### src/rtl/swrs_pkg.sv
`timescale 1ns / 1ps
`default_nettype none

package swrs_pkg;

    localparam int DRAW_W     = 15;
    localparam int DRAW_CNT_W = 4;
    localparam int VALUE_W    = 32;

    typedef logic [1:0] mode_t;

    localparam mode_t MODE_INSERT = 2'd0;
    localparam mode_t MODE_REMOVE = 2'd1;
    localparam mode_t MODE_SAMPLE = 2'd2;

    typedef enum logic [1:0] {
        STATUS_OK       = 2'd0,
        STATUS_CONFLICT = 2'd1,
        STATUS_FULL     = 2'd2,
        STATUS_EMPTY    = 2'd3
    } status_t;

    typedef enum logic [3:0] {
        ST_IDLE,
        ST_DISPATCH,
        ST_SEARCH,
        ST_RM_READ,
        ST_RM_WRITE,
        ST_DIVIDE,
        ST_SAMPLE_READ,
        ST_SAMPLE_DATA,
        ST_RESULT
    } state_t;

    typedef struct packed {
        logic    start;
        logic    scan;
        logic    div_step;
        logic    rd_last;
        logic    write_insert;
        logic    write_move;
        logic    rd_sample;
        logic    capture_sample;
        logic    set_status;
        status_t status_code;
        logic    load_out;
    } ctrl_cmd_t;

    typedef struct packed {
        mode_t mode;
        logic  match;
        logic  miss;
        logic  count_zero;
        logic  count_full;
        logic  div_done;
        logic  out_free;
    } dp_status_t;

endpackage

`default_nettype wire

### src/rtl/swrs_datapath.sv
`timescale 1ns / 1ps
`default_nettype none

module swrs_datapath #(
    parameter int CAPACITY = 64
) (
    input  wire logic                             clk,
    input  wire logic                             rst_n,
    input  wire swrs_pkg::ctrl_cmd_t              cmd,
    output swrs_pkg::dp_status_t                  stat,
    input  wire logic [1:0]                       mode,
    input  wire logic signed [31:0]               item_value,
    input  wire logic [swrs_pkg::DRAW_W-1:0]      random_draw,
    output logic                                  out_valid,
    input  wire logic                             out_stall,
    output logic [1:0]                            status,
    output logic signed [31:0]                    sampled_value
);
    import swrs_pkg::*;

    localparam int IDX_W = (CAPACITY > 1) ? $clog2(CAPACITY) : 1;
    localparam int CNT_W = $clog2(CAPACITY + 1);

    logic [VALUE_W-1:0] mem [CAPACITY];

    mode_t              mode_reg;
    logic [VALUE_W-1:0] value_reg;
    logic [DRAW_W-1:0]  draw_reg;
    logic [CNT_W-1:0]   count_reg;
    logic [CNT_W-1:0]   scan_addr_reg;
    logic               chk_valid_reg;
    logic [IDX_W-1:0]   chk_addr_reg;
    logic [IDX_W-1:0]   pos_reg;
    logic [CNT_W-1:0]   rem_reg;
    logic [DRAW_CNT_W-1:0] bit_cnt_reg;
    logic [VALUE_W-1:0] rd_data_reg;
    status_t            res_status_reg;
    logic [VALUE_W-1:0] res_value_reg;
    logic               out_valid_reg;
    status_t            out_status_reg;
    logic [VALUE_W-1:0] out_value_reg;

    logic               issue;
    logic               match;
    logic [CNT_W-1:0]   count_m1;
    logic [IDX_W-1:0]   rd_addr;
    logic               wr_en;
    logic [IDX_W-1:0]   wr_addr;
    logic [VALUE_W-1:0] wr_data;
    logic [CNT_W:0]     trial;
    logic               trial_ge;
    logic [CNT_W-1:0]   rem_next;
    logic               out_free;

    assign issue    = cmd.scan && (scan_addr_reg < count_reg);
    assign match    = chk_valid_reg && (rd_data_reg == value_reg);
    assign count_m1 = count_reg - CNT_W'(1);
    assign out_free = !out_valid_reg || !out_stall;

    always_comb
    begin
        if (cmd.rd_last)
        begin
            rd_addr = count_m1[IDX_W-1:0];
        end
        else if (cmd.rd_sample)
        begin
            rd_addr = rem_reg[IDX_W-1:0];
        end
        else
        begin
            rd_addr = scan_addr_reg[IDX_W-1:0];
        end
    end

    always_comb
    begin
        wr_en   = cmd.write_insert || cmd.write_move;
        wr_addr = cmd.write_move ? pos_reg : count_reg[IDX_W-1:0];
        wr_data = cmd.write_move ? rd_data_reg : value_reg;
    end

    // One restoring step of the remainder: bring down the next bit of the draw.
    always_comb
    begin
        trial    = {rem_reg, draw_reg[DRAW_W-1]};
        trial_ge = trial >= {1'b0, count_reg};
        if (trial_ge)
        begin
            rem_next = CNT_W'(trial - {1'b0, count_reg});
        end
        else
        begin
            rem_next = trial[CNT_W-1:0];
        end
    end

    always_comb
    begin
        stat.mode       = mode_reg;
        stat.match      = match;
        stat.miss       = !match && (scan_addr_reg >= count_reg);
        stat.count_zero = (count_reg == '0);
        stat.count_full = (count_reg == CNT_W'(CAPACITY));
        stat.div_done   = (bit_cnt_reg == DRAW_CNT_W'(DRAW_W - 1));
        stat.out_free   = out_free;
    end

    always_ff @(posedge clk)
    begin
        if (wr_en)
        begin
            mem[wr_addr] <= wr_data;
        end
        rd_data_reg <= mem[rd_addr];
    end

    always_ff @(posedge clk or negedge rst_n)
    begin
        if (!rst_n)
        begin
            count_reg     <= '0;
            chk_valid_reg <= 1'b0;
            out_valid_reg <= 1'b0;
        end
        else
        begin
            if (cmd.write_insert)
            begin
                count_reg <= count_reg + CNT_W'(1);
            end
            else if (cmd.write_move)
            begin
                count_reg <= count_m1;
            end
            chk_valid_reg <= issue;
            if (cmd.load_out)
            begin
                out_valid_reg <= 1'b1;
            end
            else if (!out_stall)
            begin
                out_valid_reg <= 1'b0;
            end
        end
    end

    always_ff @(posedge clk)
    begin
        if (cmd.start)
        begin
            mode_reg      <= mode;
            value_reg     <= item_value;
            draw_reg      <= random_draw;
            scan_addr_reg <= '0;
            rem_reg       <= '0;
            bit_cnt_reg   <= '0;
            res_value_reg <= '0;
        end
        else
        begin
            if (cmd.scan)
            begin
                scan_addr_reg <= issue ? scan_addr_reg + CNT_W'(1) : scan_addr_reg;
                if (match)
                begin
                    pos_reg <= chk_addr_reg;
                end
            end
            if (cmd.div_step)
            begin
                rem_reg     <= rem_next;
                draw_reg    <= {draw_reg[DRAW_W-2:0], 1'b0};
                bit_cnt_reg <= bit_cnt_reg + DRAW_CNT_W'(1);
            end
            if (cmd.capture_sample)
            begin
                res_value_reg <= rd_data_reg;
            end
        end
        chk_addr_reg <= scan_addr_reg[IDX_W-1:0];
        if (cmd.set_status)
        begin
            res_status_reg <= cmd.status_code;
        end
        if (cmd.load_out)
        begin
            out_status_reg <= res_status_reg;
            out_value_reg  <= res_value_reg;
        end
    end

    assign out_valid     = out_valid_reg;
    assign status        = out_status_reg;
    assign sampled_value = out_value_reg;

    assert property (@(posedge clk) disable iff (!rst_n)
        count_reg <= CNT_W'(CAPACITY))
    else $error("Element count exceeds capacity.");

    assert property (@(posedge clk) disable iff (!rst_n)
        cmd.load_out |-> out_free)
    else $error("Result loaded while the output word is still stalled.");

    assert property (@(posedge clk) disable iff (!rst_n)
        cmd.write_insert |-> !stat.count_full)
    else $error("Insert written into a full store.");

    assert property (@(posedge clk) disable iff (!rst_n)
        cmd.write_move |=> count_reg == $past(count_reg) - CNT_W'(1))
    else $error("Remove did not shrink the element count.");

endmodule

`default_nettype wire

### src/rtl/swrs_ctrl.sv
`timescale 1ns / 1ps
`default_nettype none

module swrs_ctrl (
    input  wire logic                 clk,
    input  wire logic                 rst_n,
    input  wire logic                 in_valid,
    output logic                      in_stall,
    input  wire swrs_pkg::dp_status_t stat,
    output swrs_pkg::ctrl_cmd_t       cmd
);
    import swrs_pkg::*;

    state_t state_reg;
    state_t state_next;

    always_ff @(posedge clk or negedge rst_n)
    begin
        if (!rst_n)
        begin
            state_reg <= ST_IDLE;
        end
        else
        begin
            state_reg <= state_next;
        end
    end

    always_comb
    begin
        state_next      = state_reg;
        cmd             = '0;
        cmd.status_code = STATUS_OK;
        in_stall        = (state_reg != ST_IDLE);

        unique case (state_reg)
            ST_IDLE:
            begin
                if (in_valid)
                begin
                    cmd.start  = 1'b1;
                    state_next = ST_DISPATCH;
                end
            end
            ST_DISPATCH:
            begin
                unique case (stat.mode) inside
                    MODE_INSERT, MODE_REMOVE:
                    begin
                        state_next = ST_SEARCH;
                    end
                    MODE_SAMPLE:
                    begin
                        if (stat.count_zero)
                        begin
                            cmd.set_status  = 1'b1;
                            cmd.status_code = STATUS_EMPTY;
                            state_next      = ST_RESULT;
                        end
                        else
                        begin
                            state_next = ST_DIVIDE;
                        end
                    end
                    default:
                    begin
                        cmd.set_status = 1'b1;
                        state_next     = ST_RESULT;
                    end
                endcase
            end
            ST_SEARCH:
            begin
                cmd.scan = 1'b1;
                if (stat.match)
                begin
                    if (stat.mode == MODE_INSERT)
                    begin
                        cmd.set_status  = 1'b1;
                        cmd.status_code = STATUS_CONFLICT;
                        state_next      = ST_RESULT;
                    end
                    else
                    begin
                        state_next = ST_RM_READ;
                    end
                end
                else if (stat.miss)
                begin
                    cmd.set_status = 1'b1;
                    state_next     = ST_RESULT;
                    if (stat.mode != MODE_INSERT)
                    begin
                        cmd.status_code = STATUS_CONFLICT;
                    end
                    else if (stat.count_full)
                    begin
                        cmd.status_code = STATUS_FULL;
                    end
                    else
                    begin
                        cmd.write_insert = 1'b1;
                    end
                end
            end
            ST_RM_READ:
            begin
                cmd.rd_last = 1'b1;
                state_next  = ST_RM_WRITE;
            end
            ST_RM_WRITE:
            begin
                cmd.write_move = 1'b1;
                cmd.set_status = 1'b1;
                state_next     = ST_RESULT;
            end
            ST_DIVIDE:
            begin
                cmd.div_step = 1'b1;
                if (stat.div_done)
                begin
                    state_next = ST_SAMPLE_READ;
                end
            end
            ST_SAMPLE_READ:
            begin
                cmd.rd_sample = 1'b1;
                state_next    = ST_SAMPLE_DATA;
            end
            ST_SAMPLE_DATA:
            begin
                cmd.capture_sample = 1'b1;
                cmd.set_status     = 1'b1;
                state_next         = ST_RESULT;
            end
            ST_RESULT:
            begin
                if (stat.out_free)
                begin
                    cmd.load_out = 1'b1;
                    state_next   = ST_IDLE;
                end
            end
            default:
            begin
                state_next = ST_IDLE;
            end
        endcase
    end

endmodule

`default_nettype wire

### src/rtl/set_with_random_sample.sv
// A set of distinct 32-bit signed values held densely in a 1R1W store with a count.
// Input channel (in_valid, in_stall, mode, item_value, random_draw): a word is taken when
// in_valid is high and in_stall is low. Mode: insert, remove, random sample or no-op.
// Output channel (out_valid, out_stall, status, sampled_value): one word per input word,
// in order; the block holds it steady while out_stall is high.
// Insert and remove search the store one entry per cycle; a remove that hits then reads
// the last entry and moves it into the freed slot. A sample reduces the draw by the count
// with a restoring remainder, one bit per cycle. Words are processed one at a time.
// A finished word sits in the output register, so the next input word is taken while it
// waits; a result that finds that register still stalled waits until it is freed.
// Reset empties the set and the output register; store contents need no clearing.
`timescale 1ns / 1ps
`default_nettype none

module set_with_random_sample #(
    parameter int CAPACITY = 64
) (
    input  wire logic                        clk,
    input  wire logic                        rst_n,
    input  wire logic                        in_valid,
    output logic                             in_stall,
    input  wire logic [1:0]                  mode,
    input  wire logic signed [31:0]          item_value,
    input  wire logic [swrs_pkg::DRAW_W-1:0] random_draw,
    output logic                             out_valid,
    input  wire logic                        out_stall,
    output logic [1:0]                       status,
    output logic signed [31:0]               sampled_value
);
    import swrs_pkg::*;

    ctrl_cmd_t  cmd;
    dp_status_t stat;

    swrs_ctrl u_ctrl (
        .clk      (clk),
        .rst_n    (rst_n),
        .in_valid (in_valid),
        .in_stall (in_stall),
        .stat     (stat),
        .cmd      (cmd)
    );

    swrs_datapath #(
        .CAPACITY (CAPACITY)
    ) u_datapath (
        .clk           (clk),
        .rst_n         (rst_n),
        .cmd           (cmd),
        .stat          (stat),
        .mode          (mode),
        .item_value    (item_value),
        .random_draw   (random_draw),
        .out_valid     (out_valid),
        .out_stall     (out_stall),
        .status        (status),
        .sampled_value (sampled_value)
    );

endmodule

`default_nettype wire

### config.mk
export PLATFORM = sky130hd
export DESIGN_NAME = set_with_random_sample
export DESIGN_NICKNAME = d
export VERILOG_FILES = /design/src/rtl/swrs_pkg.sv /design/src/rtl/swrs_datapath.sv /design/src/rtl/swrs_ctrl.sv /design/src/rtl/set_with_random_sample.sv
export SDC_FILE = /design/constraint.sdc
export NUM_CORES = 2
export LEC_CHECK = 0
export ABC_AREA = 1
export CAP_MARGIN = 20
export CELL_PAD_IN_SITES_DETAIL_PLACEMENT = 1
export CELL_PAD_IN_SITES_GLOBAL_PLACEMENT = 2
export CORE_MARGIN = 3
export CORE_UTILIZATION = 28
export DETAILED_ROUTE_END_ITERATION = 10
export DONT_BUFFER_PORTS = 1
export GPL_ROUTABILITY_DRIVEN = 0
export PLACE_DENSITY = 0.61
export SETUP_SLACK_MARGIN = 0.3
export SKIP_LAST_GASP = 1
export SLEW_MARGIN = 25
export SYNTH_ARGS = -nofsm -noshare
export SYNTH_HDL_FRONTEND = slang
export SYNTH_HIERARCHICAL = 1
export SYNTH_SLANG_ARGS = --single-unit
### constraint.sdc
create_clock -name clk -period 5.4 [get_ports clk]
set_input_delay 0.27 -clock clk [delete_from_list [all_inputs] [get_ports clk]]
set_output_delay 0.27 -clock clk [all_outputs]
set_load 0.03 [all_outputs]
==> impl_summary.txt <==
----------------------------------------------------
[Worst setup path]
  CP arrival ... 5520 ps
  Crit path required time ... 6190 ps
  Most used cell, CP ... sky130_fd_sc_hd__nand3_1
  Critical Path Fanout Max ... 45
  Startpoint type of the worst setup path ... register
  Kind of critical path ... reg -> reg
  Critical path endpoint category ... register
  Series of cell instances along the critical path ... inv_2, nand2_2, nor2_2, nand2_1, nand3_1, nand2_8, inv_8, buf_12, buf_4, nand3_1, nand3_1, nand3_1, nand3_1, nand3_1, nand2_1
  Reg2reg setup slack ... 680 ps
  Cell with the biggest individual delay on the critical path ... sky130_fd_sc_hd__nand3_1
  Crit-path max cell delay ... 520 ps

[Route]
  WL/cell ... 26.2 um
  First drt pass iteration count ... 5
  Total Wirelength ... 369 mm
  DRC ... 0
  Antenna-violating nets left ... 0
  Routed vias ... 68,634
  Detailed router's first-iteration violation count ... 6,059
  Post-detailed-route via-to-cell ratio ... 4.86

[Job]
  Max capacitance violation total ... 0

[Clock tree]
  Buffer type at the clock tree root ... sky130_fd_sc_hd__clkbuf_16
  TritonCTS Sinks ... 2,240
  H-tree levels ... 5
  TritonCTS clock tree ... yes
  Worst-case clock buffer depth ... 4
  Number of buffers inserted during clock tree synthesis ... 267
  Skew-Pair Late Insertion Delay ... 890 ps
  Clock transition at the registers of the reported paths ... 70 ps

[Worst hold path]
  Worst hold path type ... in -> reg

[Global route]
  Number of global-route vias before repair ... 70,384
  Maximum number of pins on one net before global-route repair ... 142
  GR Overflow Total ... 0
  First-pass GRT wire length ... 528 mm
  Total routing usage reported by global routing ... 20.3%
  Antenna violations before repair ... 24

[Placement]
  Placed wire-length estimate after detailed placement ... 225 mm
  Worst setup slack after placement ... 522 ps
  Count of input and output buffers ... 0

[Cells and area]
  Ratio of cells with drive above 1 in the final layout ... 8.34%
  Area Overhead vs Synth ... 16.8%
  Biggest register ... u_datapath/mem
  Fin util ... 32.9%
  Number of flip-flops under the largest register name ... 2,048
  Final net count ... 9,417

[Synth]
  Synthesized instance count ... 9,208
  Area of the mapped netlist ... 0.0978 mm2
  Post-synthesis average cell area ... 10.6 um2
  Number of flops mapped to enable cells by yosys ... 2,139
  Number of library cell types mapped by synthesis ... 47
  Portion of the post-synthesis area used by sequential elements ... 67.8%
  Synth async-reset ratio ... 0.580%
  Count of synthesis-stage warnings from yosys ... 6
  Commonest register cell after synthesis ... sky130_fd_sc_hd__edfxtp_1
  Synthesized Nets ... 9,282
  Flop and latch count out of synthesis ... 2,240

[Floorplanning]
  Die height ... 597 um
  Number of placement rows ... 216
  Overall die width ... 597 um
  DIE AREA ... 0.356 mm2
  I/O Pins ... 89
  Initial Util ... 28.2%
  Area inside the core boundary ... 0.347 mm2

[STA]
  Transition time at the pin with the least slew margin ... 1080 ps
  Min Clock Period, post-route ... 4720 ps
  Final setup TNS ... 0 ps
  Final Hold Vio Count ... 0
  Clock Skews ... 68.3 ps
  Max Transition Viols Final ... 0
  Slew margin rel. ... 27.9%
  Final setup slack of the worst path ... 677 ps
  FMAX ... 0.212 GHz
  Share of the clock period used by the worst path ... 87.5%
  Unrepaired setup endpoints after global routing ... false
  Setup-failing EPs final ... 0

[Run status]
  Result of the run ... finished, final reports clean

[Power]
  Lkg Pwr ... 45.5 nW
  Worst VDD drop ... 0.000463 V
  Power per Cell Area ... 572 mW/mm2

----------------------------------------------------
-- stage by stage --
| stage | instance area, um2 | hold WS, ps | power (mW) | instances |
|---|---|---|---|---|
| 4_1_cts | 114000 | 0.182 | 66.2 | 14095 |
| 2_1_floorplan | 97800 | -25.6 | 36.0 | 9208 |
| 6_report | 114000 | 52.6 | 65.2 | 14126 |
| 3_5_place_dp | 105000 | -25.2 | 48.5 | 13544 |
| 3_3_place_gp | 105000 | -25.1 | 48.4 | 13541 |
| 5_1_grt | 114000 | 1.53 | 68.4 | 14124 |
-- synth_stat cells (all sizes together), types with 2 or more instances --
cell / instances / area share (%)
edfxtp: 2139 / 66
nand4: 13 / 0.083
o21ai: 78 / 0.40
nand2: 1874 / 7.2
xnor2: 9 / 0.081
nand3: 2169 / 11
dfxtp: 88 / 1.8
or2: 6 / 0.038
o21a: 4 / 0.031
ha: 20 / 0.26
nand3b: 321 / 2.5
nor2: 172 / 0.68
xor2: 16 / 0.14
dfrtp: 13 / 0.33
inv: 1685 / 6.5
nor4: 3 / 0.019
o22ai: 7 / 0.045
o211ai: 10 / 0.077
clkbuf: 169 / 0.65
buf: 359 / 2.1
a211oi: 4 / 0.031
nor3: 14 / 0.072
a21oi: 23 / 0.12
o2111ai: 2 / 0.018
-- power breakdown --
group	switching (mW)	internal, mW	leakage, nW	total (mW)
Clock	7.33	10.1	4.01	17.4
Sequential	0.821	21.6	20.2	22.4
Combinational	19.5	5.90	21.4	25.4
Total	27.7	37.6	45.5	65.2
-- cell usage in the layout (no fill, tap or decap), types with 80 or more instances in the layout --
cell and n:
sky130_fd_sc_hd__buf_12 80, sky130_fd_sc_hd__nand3b_1 321, sky130_fd_sc_hd__nand2_1 1851, sky130_fd_sc_hd__dfxtp_1 88, sky130_fd_sc_hd__nor2_1 100, sky130_fd_sc_hd__nand3_1 2167, sky130_fd_sc_hd__buf_4 232, sky130_fd_sc_hd__edfxtp_1 2139
sky130_fd_sc_hd__inv_1 1674, sky130_fd_sc_hd__dlygate4sd3_1 81, sky130_fd_sc_hd__clkbuf_16 277
-- logic make-up (layout without fill, tap and decap cells) --
family                     count (synthesis)  in the layout  synth area share [%]
AOI/OAI and AO/OA                        134            134                 0.771
and+or+nand+nor                         4573           4573                  21.7
adders and majority gates                 21             21                 0.276
DFF                                     2240           2240                  67.8
other                                      0              3                     0
buffers and inverters                   2214           2551                  9.18
muxes                                      1              1                0.0102
xor gates and xnor gates                  25             25                 0.224
-- critical path, delay by kind of cell (launching register included) --
family	cells	cell delay, ps
flops	1	400
buf+inv	4	1270
simple gates	11	2750
-- final timing paths --
kind                                              start                           end  cells past startpoint
min in group asynchronous                         rst_n      u_datapath/chk_valid_reg                      2
max in group asynchronous                         rst_n       u_datapath/count_reg[4]                      2
min                                       item_value[3]       u_datapath/value_reg[3]                      1
max                                 u_ctrl/state_reg[3]     u_datapath/rd_data_reg[7]                     15
min reg2reg                u_datapath/res_value_reg[19]  u_datapath/sampled_value[19]                      0
max reg2reg                         u_ctrl/state_reg[3]     u_datapath/rd_data_reg[7]                     15
-- cell type report --
type / count / area (um2)
Inverter: 1686 / 6350
Sequential cell: 2240 / 66300
Antenna cell: 3 / 7.51
Multi-Input combinational cell: 4754 / 23300
Clock buffer: 368 / 7430
Clock inverter: 103 / 771
Fill cell: 38345 / 233000
Tap cell: 4578 / 5730
Timing Repair Buffer: 394 / 4180
-- what timing repair did --
item | in CTS | in global routing
endpoints found under the hold margin | 70 | 1
hold buffers | 80 | 1
setup buffers | 0 | 27
setup endpoints to repair | 0 | 211
gates resized for setup | 0 | 1
-- routing by layer --
layer  wire length, um  global-route usage, %  vias to the layer above
li1                  -                      -                    30936
met1            164000                   27.5                    35686
met2            177000                   34.1                     1544
met3             15700                   2.29                      462
met4             12600                   6.22                        6
met5                38                      0                        -
No activity file was read; power rests on OpenSTA's default activity.
